`src/design/cdbsu_pkg.sv`:
```
`default_nettype none

package cdbsu_pkg;

  localparam logic [2:0] OP_RETIRE = 3'd0;
  localparam logic [2:0] OP_RUN    = 3'd1;
  localparam logic [2:0] OP_ADD    = 3'd2;
  localparam logic [2:0] OP_DEL    = 3'd3;
  localparam logic [2:0] OP_CLEAR  = 3'd4;
  localparam logic [2:0] OP_MODE   = 3'd5;

  localparam logic [2:0] RUN_FREE     = 3'd0;
  localparam logic [2:0] RUN_NSTEPS   = 3'd1;
  localparam logic [2:0] RUN_STEPIN   = 3'd2;
  localparam logic [2:0] RUN_STEPOUT  = 3'd3;
  localparam logic [2:0] RUN_STEPOVER = 3'd4;

  localparam logic [1:0] DBG_DISABLE = 2'd0;
  localparam logic [1:0] DBG_ENABLE  = 2'd1;
  localparam logic [1:0] DBG_RESTART = 2'd2;

  localparam logic [7:0] INSTR_BRK = 8'h00;
  localparam logic [7:0] INSTR_JSR = 8'h20;
  localparam logic [7:0] INSTR_RTI = 8'h40;
  localparam logic [7:0] INSTR_RTS = 8'h60;

  localparam logic [15:0] NO_TARGET = 16'hFFFF;

  typedef struct packed {
    logic [2:0]  opcode;
    logic [15:0] retired_pc;
    logic [7:0]  instr_byte;
    logic [2:0]  run_mode;
    logic [15:0] step_count;
    logic [15:0] bp_address;
    logic [1:0]  dbg_mode;
  } in_word_t;

  typedef struct packed {
    logic       halt;
    logic       accepted;
    logic [7:0] call_depth;
  } out_word_t;

endpackage

`default_nettype wire

```
`src/design/cdbsu_ram.sv`:
```
`default_nettype none

module cdbsu_ram #(
  parameter int WIDTH = 16,
  parameter int DEPTH = 128
) (
  input  wire logic                                   clk,
  input  wire logic                                   wr_en,
  input  wire logic [(DEPTH > 1 ? $clog2(DEPTH) : 1)-1:0] wr_addr,
  input  wire logic [WIDTH-1:0]                       wr_data,
  input  wire logic [(DEPTH > 1 ? $clog2(DEPTH) : 1)-1:0] rd_addr,
  output logic      [WIDTH-1:0]                       rd_data
);

  logic [WIDTH-1:0] mem [0:DEPTH-1];

  always_ff @(posedge clk) begin
    if (wr_en) begin
      mem[wr_addr] <= wr_data;
    end
    rd_data <= mem[rd_addr];
  end

endmodule

`default_nettype wire

```
`src/design/cpu_debug_break_step_unit_top.sv`:
```
`default_nettype none
// channel | signals                      | direction | word
// in      | in_valid, in_stall, in_word  | to unit   | cdbsu_pkg::in_word_t
// out     | out_valid, out_stall, out_word | from unit | cdbsu_pkg::out_word_t
//
// One word per cycle while not stalled; a step-out run command with a nonempty return stack
// waits in S_READ for the stack read through the single RAM read port.
// Every input word gives exactly one output word, held in an output register.
// rst is synchronous; breakpoint slots reset to empty, the stack RAM is not cleared.
// out_stall holds the output register; input is stalled while it is full and held
// by out_stall, or while a stack read is pending.

module cpu_debug_break_step_unit_top #(
  parameter int STACK_DEPTH     = 128,
  parameter int NUM_BREAKPOINTS = 16
) (
  input  wire logic                 clk,
  input  wire logic                 rst,
  input  wire logic                 in_valid,
  output logic                      in_stall,
  input  wire cdbsu_pkg::in_word_t  in_word,
  output logic                      out_valid,
  input  wire logic                 out_stall,
  output cdbsu_pkg::out_word_t      out_word
);

  localparam int SW = $clog2(STACK_DEPTH + 1);
  localparam int AW = (STACK_DEPTH > 1) ? $clog2(STACK_DEPTH) : 1;
  localparam int BW = (NUM_BREAKPOINTS > 1) ? $clog2(NUM_BREAKPOINTS) : 1;

  typedef enum logic {S_IDLE, S_READ} state_t;

  state_t        state;
  logic          debug_enabled, debug_enabled_next;
  logic          saved_enabled, saved_enabled_next;
  logic          stop_flag, stop_flag_next;
  logic [2:0]    armed_mode, armed_mode_next;
  logic [15:0]   steps_left, steps_left_next;
  logic [SW-1:0] stack_top, stack_top_next;
  logic [15:0]   last_pc, last_pc_next;
  logic [7:0]    last_instr, last_instr_next;
  logic [15:0]   step_out_target, step_out_target_next;
  logic [15:0]   step_over_target, step_over_target_next;
  logic [15:0]   slots [NUM_BREAKPOINTS];
  logic [15:0]   slots_next [NUM_BREAKPOINTS];

  logic          in_fire, out_free, rd_pending, acc;
  logic          out_load;
  logic          wr_en;
  logic [SW-1:0] top_m1;
  logic [15:0]   rd_data;
  logic          pc_hit, bp_present, free_found, match_found;
  logic [BW-1:0] free_idx, match_idx;
  logic [15:0]   steps_dec;

  assign out_free = !out_valid || !out_stall;
  assign in_stall = (state != S_IDLE) || !out_free;
  assign in_fire  = in_valid && !in_stall;
  assign top_m1   = stack_top - SW'(1);
  assign out_load = (state == S_IDLE) ? (in_fire && !rd_pending) : out_free;

  cdbsu_ram #(
    .WIDTH (16),
    .DEPTH (STACK_DEPTH)
  ) u_stack (
    .clk     (clk),
    .wr_en   (wr_en),
    .wr_addr (stack_top[AW-1:0]),
    .wr_data (in_word.retired_pc + 16'd2),
    .rd_addr (top_m1[AW-1:0]),
    .rd_data (rd_data)
  );

  always_comb begin
    pc_hit      = 1'b0;
    bp_present  = 1'b0;
    free_found  = 1'b0;
    match_found = 1'b0;
    free_idx    = '0;
    match_idx   = '0;
    for (int i = NUM_BREAKPOINTS - 1; i >= 0; i--) begin
      if (slots[i] == in_word.retired_pc) begin
        pc_hit = 1'b1;
      end
      if (slots[i] == in_word.bp_address) begin
        bp_present  = 1'b1;
        match_found = 1'b1;
        match_idx   = BW'(i);
      end
      if (slots[i] == cdbsu_pkg::NO_TARGET) begin
        free_found = 1'b1;
        free_idx   = BW'(i);
      end
    end
  end

  assign steps_dec = (steps_left != 16'd0) ? steps_left - 16'd1 : 16'd0;

  always_comb begin
    debug_enabled_next    = debug_enabled;
    saved_enabled_next    = saved_enabled;
    stop_flag_next        = stop_flag;
    armed_mode_next       = armed_mode;
    steps_left_next       = steps_left;
    stack_top_next        = stack_top;
    last_pc_next          = last_pc;
    last_instr_next       = last_instr;
    step_out_target_next  = step_out_target;
    step_over_target_next = step_over_target;
    slots_next            = slots;
    wr_en                 = 1'b0;
    rd_pending            = 1'b0;
    acc                   = 1'b1;
    case (in_word.opcode)
      cdbsu_pkg::OP_RETIRE: begin
        if (debug_enabled) begin
          last_pc_next    = in_word.retired_pc;
          last_instr_next = in_word.instr_byte;
          if (in_word.instr_byte == cdbsu_pkg::INSTR_BRK ||
              in_word.instr_byte == cdbsu_pkg::INSTR_JSR) begin
            if (stack_top < SW'(STACK_DEPTH)) begin
              wr_en          = in_fire;
              stack_top_next = stack_top + SW'(1);
            end
          end else if (in_word.instr_byte == cdbsu_pkg::INSTR_RTI ||
                       in_word.instr_byte == cdbsu_pkg::INSTR_RTS) begin
            if (stack_top != '0) begin
              stack_top_next = top_m1;
            end
          end
          case (armed_mode)
            cdbsu_pkg::RUN_NSTEPS: begin
              steps_left_next = steps_dec;
              stop_flag_next  = (steps_dec == 16'd0);
            end
            cdbsu_pkg::RUN_STEPIN: begin
              stop_flag_next = 1'b1;
            end
            cdbsu_pkg::RUN_STEPOUT: begin
              if (step_out_target != cdbsu_pkg::NO_TARGET &&
                  (in_word.retired_pc == step_out_target ||
                   in_word.retired_pc == step_out_target + 16'd1)) begin
                stop_flag_next = 1'b1;
              end
            end
            cdbsu_pkg::RUN_STEPOVER: begin
              if (step_over_target == cdbsu_pkg::NO_TARGET ||
                  in_word.retired_pc == step_over_target) begin
                stop_flag_next = 1'b1;
              end
            end
            default: begin
            end
          endcase
          if (pc_hit) begin
            stop_flag_next = 1'b1;
          end
        end
      end
      cdbsu_pkg::OP_RUN: begin
        armed_mode_next = in_word.run_mode;
        case (in_word.run_mode)
          cdbsu_pkg::RUN_NSTEPS: begin
            steps_left_next = in_word.step_count;
            stop_flag_next  = (in_word.step_count == 16'd0);
          end
          cdbsu_pkg::RUN_STEPOUT: begin
            stop_flag_next = 1'b0;
            if (stack_top != '0) begin
              rd_pending = 1'b1;
            end else begin
              step_out_target_next = cdbsu_pkg::NO_TARGET;
            end
          end
          cdbsu_pkg::RUN_STEPOVER: begin
            stop_flag_next = 1'b0;
            if (last_instr == cdbsu_pkg::INSTR_BRK) begin
              step_over_target_next = last_pc + 16'd1;
            end else if (last_instr == cdbsu_pkg::INSTR_JSR) begin
              step_over_target_next = last_pc + 16'd3;
            end else begin
              step_over_target_next = cdbsu_pkg::NO_TARGET;
            end
          end
          default: begin
            stop_flag_next = 1'b0;
          end
        endcase
      end
      cdbsu_pkg::OP_ADD: begin
        if (!bp_present) begin
          if (free_found) begin
            slots_next[free_idx] = in_word.bp_address;
          end else begin
            acc = 1'b0;
          end
        end
      end
      cdbsu_pkg::OP_DEL: begin
        if (match_found) begin
          slots_next[match_idx] = cdbsu_pkg::NO_TARGET;
        end
      end
      cdbsu_pkg::OP_CLEAR: begin
        for (int i = 0; i < NUM_BREAKPOINTS; i++) begin
          slots_next[i] = cdbsu_pkg::NO_TARGET;
        end
      end
      cdbsu_pkg::OP_MODE: begin
        case (in_word.dbg_mode)
          cdbsu_pkg::DBG_DISABLE: begin
            saved_enabled_next = debug_enabled;
            debug_enabled_next = 1'b0;
            stop_flag_next     = 1'b0;
          end
          cdbsu_pkg::DBG_ENABLE: begin
            debug_enabled_next = 1'b1;
          end
          cdbsu_pkg::DBG_RESTART: begin
            stack_top_next     = '0;
            debug_enabled_next = saved_enabled;
          end
          default: begin
          end
        endcase
      end
      default: begin
      end
    endcase
  end

  always_ff @(posedge clk) begin
    if (rst) begin
      state            <= S_IDLE;
      out_valid        <= 1'b0;
      debug_enabled    <= 1'b0;
      saved_enabled    <= 1'b0;
      stop_flag        <= 1'b0;
      armed_mode       <= cdbsu_pkg::RUN_FREE;
      steps_left       <= 16'd0;
      stack_top        <= '0;
      last_pc          <= 16'd0;
      last_instr       <= 8'd0;
      step_out_target  <= cdbsu_pkg::NO_TARGET;
      step_over_target <= cdbsu_pkg::NO_TARGET;
      for (int i = 0; i < NUM_BREAKPOINTS; i++) begin
        slots[i] <= cdbsu_pkg::NO_TARGET;
      end
    end else begin
      if (out_load) begin
        out_valid <= 1'b1;
      end else if (!out_stall) begin
        out_valid <= 1'b0;
      end
      case (state)
        S_IDLE: begin
          if (in_fire) begin
            debug_enabled    <= debug_enabled_next;
            saved_enabled    <= saved_enabled_next;
            stop_flag        <= stop_flag_next;
            armed_mode       <= armed_mode_next;
            steps_left       <= steps_left_next;
            stack_top        <= stack_top_next;
            last_pc          <= last_pc_next;
            last_instr       <= last_instr_next;
            step_out_target  <= step_out_target_next;
            step_over_target <= step_over_target_next;
            slots            <= slots_next;
            if (rd_pending) begin
              state <= S_READ;
            end else begin
              out_word.halt       <= stop_flag_next & debug_enabled_next;
              out_word.accepted   <= acc;
              out_word.call_depth <= 8'(stack_top_next);
            end
          end
        end
        S_READ: begin
          if (out_free) begin
            state               <= S_IDLE;
            step_out_target     <= rd_data;
            out_word.halt       <= stop_flag & debug_enabled;
            out_word.accepted   <= 1'b1;
            out_word.call_depth <= 8'(stack_top);
          end
        end
        default: begin
          state <= S_IDLE;
        end
      endcase
    end
  end

`ifndef NO_ASSERTIONS
  a_stack_bound: assert property (@(posedge clk) disable iff (rst)
    stack_top <= SW'(STACK_DEPTH))
    else $error("return stack pointer beyond depth");

  a_read_blocks_input: assert property (@(posedge clk) disable iff (rst)
    state == S_READ |-> !in_fire)
    else $error("word accepted during stack read");

  a_read_result: assert property (@(posedge clk) disable iff (rst)
    state == S_READ && out_free |=> out_valid && step_out_target == $past(rd_data))
    else $error("step-out target not loaded from stack");

  a_disabled_retire: assert property (@(posedge clk) disable iff (rst)
    in_fire && in_word.opcode == cdbsu_pkg::OP_RETIRE && !debug_enabled
    |=> $stable(stack_top) && $stable(last_pc) && $stable(stop_flag))
    else $error("retire changed state while disabled");
`endif

endmodule

`default_nettype wire
```
`config.mk`:
```
export PLATFORM = sky130hd
export DESIGN_NAME = cpu_debug_break_step_unit_top
export DESIGN_NICKNAME = d
export VERILOG_FILES = /design/src/design/cdbsu_pkg.sv /design/src/design/cdbsu_ram.sv /design/src/design/cpu_debug_break_step_unit_top.sv
export SDC_FILE = /design/constraint.sdc
export NUM_CORES = 2
export LEC_CHECK = 0
export BUFFER_PORTS_ARGS = -buffer_cell sky130_fd_sc_hd__buf_2
export CORE_ASPECT_RATIO = 1.4
export CORE_MARGIN = 2
export CORE_UTILIZATION = 55
export CTS_CLUSTER_DIAMETER = 50
export DETAILED_ROUTE_END_ITERATION = 10
export PLACE_DENSITY = 0.78
export SLEW_MARGIN = 20
export SYNTH_ARGS = -nofsm -noshare
export SYNTH_HDL_FRONTEND = slang
export SYNTH_SLANG_ARGS = --single-unit
```
`constraint.sdc`:
```
create_clock -name clk -period 7.4 [get_ports clk]
set_clock_uncertainty 0.15 [all_clocks]
set_input_delay 1.48 -clock clk [delete_from_list [all_inputs] [get_ports clk]]
set_output_delay 1.48 -clock clk [all_outputs]
set_load 0.03 [all_outputs]
```
Word-level counts from Yosys, hierarchy flattened
Memories as Yosys holds them, arrays and structs flattened. A register that Yosys moved wholly into a read port is not among the register bits.
Index checks and enable logic that the tools add are counted.
Storage, ports and cells
  register bits after elaboration: 354
  bits in writable memories: 2048
  output and inout port bits: 12
  word-level logic and storage cells: 312
  memories: 1
Memories
  u_stack.mem: depth 128, width 16, rd ports 1, clocked after Yosys merged registers in 1, write ports 1, line cdbsu_ram.sv:15  | logic [WIDTH-1:0] mem [0:DEPTH-1];
Operators by class
  add/sub/neg operators: 7
  magnitude comparators: 5
  equal/unequal tests: 84
  muxes and demuxes: 142
  bitwise logic cells: 7
  reduce and logical (&&, ||, !) cells: 35
Operator list (number)
  $mux 256: 3
  $pmux 256 s3: 1
  $eq 16x16->1: 35
  $eq 16x16->1 const B: 17
  $bwmux 256: 1
  $or 256x256->256: 1
  $mux 16: 13
  $demux 16 s4: 2
  $mux 4: 32
  $mux 1: 73
  $pmux 16 s2: 2
  $mux 8: 6
  $add 16x1->16 const B: 2
  $add 16x2->16 const B: 2
  $logic_not 16->1: 2
  $mux 10: 3
  $pmux 10 s2: 1
  $eq 8x6->1 const B: 2
  $eq 8x7->1 const B: 2
  $logic_not 8->1: 2
  $ne 16x16->1 const B: 1
  $pmux 8 s2: 1
  $reduce_and 4->1: 4
  $reduce_bool 16->1: 1
  31 further kinds: 71

Longest topological paths before layout
  depth after elaboration: 26
  gate-level depth with buffers: 15
  gate-level depth less buffers: 11

Hierarchy
Synthesis repeated with hierarchy kept, for this count alone.
Second synthesis, totals
  cell total of the unflattened synthesis: 5884
  area total of the unflattened synthesis: 102075.4 µm²
By module, submodules not included
  cdbsu_ram: instances 1, cells an instance 3086, area an instance 78522.8 µm², sequential area each 61819.3 µm²
  cpu_debug_break_step_unit_top: instances 1, cells an instance 2798, area an instance 23552.6 µm², sequential area each 7186.9 µm²

Worst setup path before layout
Ideal clock, no wire load.
  kind: input to register
  start: input in_word[52] (netlist bit)
  end: memory u_stack.mem[0][15] (data pin)
  setup time: 0.931 ns
  arrival: 6.453 ns
  required time: 6.319 ns
  slack: -0.133 ns
  cell stages on the path: 7
  buffers on the path: 2
  path through: clkbuf_1 buf_1 and3_1 and3_1 and3_1 nand3_1 xnor2_1
On the way
  cells in the longest elaborated chain, start to end: 1
Ends and longest elaborated chain
  start, declared: line cpu_debug_break_step_unit_top.sv:21  | input wire cdbsu_pkg::in_word_t in_word,
  $add 16x2->16: line cpu_debug_break_step_unit_top.sv:69  | .wr_data (in_word.retired_pc + 16'd2),
  net u_stack.wr_data[15]: line cdbsu_ram.sv:10  | input wire logic [WIDTH-1:0] wr_data,
  end, declared: line cdbsu_ram.sv:15
The timed path passes the listed nets, and every way through them passes these cells.

Worst setup path after layout
  start: input in_word[61] (netlist bit)
  end: memory u_stack.mem[2][1] (enable)
On the way
  cells in the longest elaborated chain, start to end: 4
Ends and longest elaborated chain
  $logic_not 3->1: line cpu_debug_break_step_unit_top.sv:114  | case (in_word.opcode)
  $mux 1: line cpu_debug_break_step_unit_top.sv:114
  $mux 1: line cdbsu_ram.sv:18  | if (wr_en) begin
  $mux 1 (implied by the code): line cdbsu_ram.sv:19  | mem[wr_addr] <= wr_data;
No other way between the ends.

==> reports/metrics.yaml <==
yosys_warnings: 0
reg2reg_setup_slack_ns: 2.42
cp_num_buf_inv: 3
final_common_cell: "edfxtp_1"
startpoint_type: "input pin"
arrival_ns: 5.80
drt-met1-wl_um: 98300
grt_first_pass_wirelength_um: 436000
drive_gt1_share_pct: 22.0
p_leak_nw: 36.0
reg2reg_to: "u_stack.rd_data[14]"
hold_depth: 2
rsz0062_at_grt: "no"
wirelength_um: 302000
ys.flop_type: "edfxtp_1"
htreeDepth: 4
fillers: 12500
synth.avg_cell_area_um2: 16.5
cts_sinks: 2418
p_seq_share_pct: 50.2
syn_nets: 6279
clk_path_buf_depth: 3
crit_slowest_cell: "nor2_1"
path_max_fanout: 25
rows: 187
r2r_start: "stack_top[0]"
p_sw_share_pct: 24.4
die_x_um: 369
fin_crit_ns: 5.39
netlist_area_um2: 103000
dpl-instance-area_um2: 107000
dr_total_vias: 62000
cpPeakStageDelay_ns: 0.82
mostFrequentLayoutCells: "edfxtp_1 (2058), mux4_2 (640), nand2_1 (466), xnor2_1 (377), dfxtp_1 (359)"
tightest_slew_ns: 1.29
area_growth_pct: 11.4
wl_met2_um: 149000
maxUsedRoutingLayer: "met5"
crit_chain: "buf_2 -> nor3_1 -> and2_1 -> nand2_1 -> or4_1 -> nor3_1 -> buf_4 -> nand2_1 -> nor2_1 -> buf_4"
port_buffers: 79
cts_resized: 0
detail-route-antenna-nets: 0
start_util_pct: 55.4
setup_viol_count_final: 0
clkTransAtPathRegs_ns: 0.07
chipHeight_um: 515
gp_congestion: 0.974
required_ns: 7.82
track_usage_pct: 31.7
p_sw_mw: 7.22
dr_wl_met3_um: 30900
avgRoutedWirePerCell_um: 33.6
crit_family: "simple AND/OR/NAND/NOR gates"
drc: 0
syn_inst: 6203
hold_path_class: "flop to flop"
drt-pass1-iter-count: 7
hold-path-endpoint: "step_out_target[0]"
rr_worst_depth: 9
pwr-share-comb_pct: 9.4
p_total_mw: 29.6
ctsHoldBuffers: 0
post-cts-setup-buffers: 0
grt_overflow: 0
p_int_mw: 22.4
post-route-cell-area_um2: 114000
clkPwrFrac_pct: 40.4
hold_violations: 0
ys_seq_area_share_pct: 67.3
relSlewSlack_pct: 14.1
grt_pass1_vias: 62400
ys_ff_latch: 2418
p_per_area_nw_per_um2: 259
antenna_found_initial: 7
ir_drop_mv: 0.272
cap_violations: 0
yosys.cell_types.count: 93
clkLatencyLatePin_ns: 0.89
die_area_um2: 190000
vias_per_cell: 6.91
critPathKind: "input pin to flop"
initialDrtViolationCount: 8556
clock-root-buffer: "clkbuf_16"
final.setup.tns_ns: 0
cts_tree: "built"
cts_inserted_buffers: 217
synth_edf_count: 2058
status: "finished clean"
worstHoldStart: "u_stack.rd_data[0]"
core_area_um2: 185000
post-route-period-util_pct: 72.8
grt_max_degree: 129
io_pins: 80
timing.fmax_mhz: 186
async_reset_ff_share_pct: 0
post-dp-hpwl_um: 175000
slew_viol_final: 0
fin_nets: 6405
cp-end-kind: "flop"
[stage by stage]
stage	instances	utilization, %	setup slack [ns]	hold slack [ns]
after floorplan	6203	-	0.0375	0.281
after global placement	8565	57.5	1.40	0.289
after detailed placement	8566	57.5	1.37	0.300
after CTS	8976	61.6	2.25	0.308
after global routing	8978	61.6	1.90	0.317
final	8978	61.6	2.01	0.295
[synth_stat cells, drive strengths merged, types with 10 or more instances]
master / n / share of area [%]
or4: 11 / 0.081
o41ai: 17 / 0.15
and4: 10 / 0.090
nor2: 256 / 0.94
o21ai: 94 / 0.47
xnor2: 391 / 3.3
nand3: 224 / 1.1
a211o: 41 / 0.35
and2: 11 / 0.067
inv: 23 / 0.084
a221o: 64 / 0.62
a21oi: 106 / 0.52
dfxtp: 360 / 7.0
nor4: 112 / 0.75
nor3: 69 / 0.35
o22ai: 47 / 0.29
a211oi: 16 / 0.14
clkbuf: 280 / 1.0
nand4: 205 / 1.3
a2bb2oi: 33 / 0.29
a31oi: 27 / 0.18
o211ai: 10 / 0.073
and3: 12 / 0.073
a32o: 16 / 0.16
or3: 30 / 0.18
buf: 172 / 0.95
nand2: 469 / 1.7
o31ai: 25 / 0.19
o22a: 49 / 0.42
mux4: 640 / 14
xor2: 199 / 1.7
edfxtp: 2058 / 60
[final cells by class]
class	count	area (um2)	share of cell area, %
Timing Repair Buffer	359	2690	2.36
Clock inverter	156	1930	1.69
Tap cell	2457	3070	2.69
Sequential cell	2418	69000	60.4
Antenna cell	1	2.50	0.00219
Inverter	25	96.3	0.0843
Multi-Input combinational cell	3308	31800	27.8
Clock buffer	254	5620	4.92
[power by group through the flow]
stage	logic (mW)	registers (mW)	clock network [mW]
6_report	2.78	14.9	12.0
3_5_place_dp	2.65	15.2	0
4_1_cts	2.71	14.9	12.1
3_3_place_gp	2.60	15.2	0
5_1_grt	2.86	14.9	12.5
2_1_floorplan	1.69	15.2	0
[worst max-delay path by stage]
stage | slack [ns] | from | endpoint | cells after the start
floorplan | 0.04 | in_word[52] | u_stack.mem[0][13] | 6
global placement | 1.40 | in_word[9] | flop | 11
detailed placement | 1.37 | in_word[9] | flop | 11
CTS | 2.25 | in_word[61] | u_stack.mem[2][10] | 10
global route | 1.90 | in_word[61] | u_stack.mem[2][10] | 10
finish | 2.01 | in_word[61] | u_stack.mem[2][1] | 10
[layer usage]
layer / track usage, % / vias up
met2: 52.6 / 4672
met1: 37.2 / 31300
met4: 20.8 / 10
li1: - / 24900
met3: 6.90 / 1133
met5: 0 / -
[kinds of logic (layout without fill, tap and decap cells)]
kind of cell	count (synthesis)	in the layout	synth area share [%]
AND/OR/NAND/NOR	1452	1452	6.95
XOR/XNOR	590	590	5.04
AO/OA/AOI/OAI	605	605	4.40
flip-flops	2418	2418	67.3
multiplexers	653	653	14.2
adder cells (fa/ha/maj)	8	8	0.0976
other	0	1	0
buffers and inverters	477	794	2.07
[worst reg2reg max path, delay by kind of cell (launching register included)]
family	cells	cell delay, ns
buf+inv	2	1.18
flops	1	0.64
fa+ha+maj	1	0.88
compound gates	1	0.25
mux	2	1.18
simple gates	3	0.51
(Power assumes the default switching activity.)
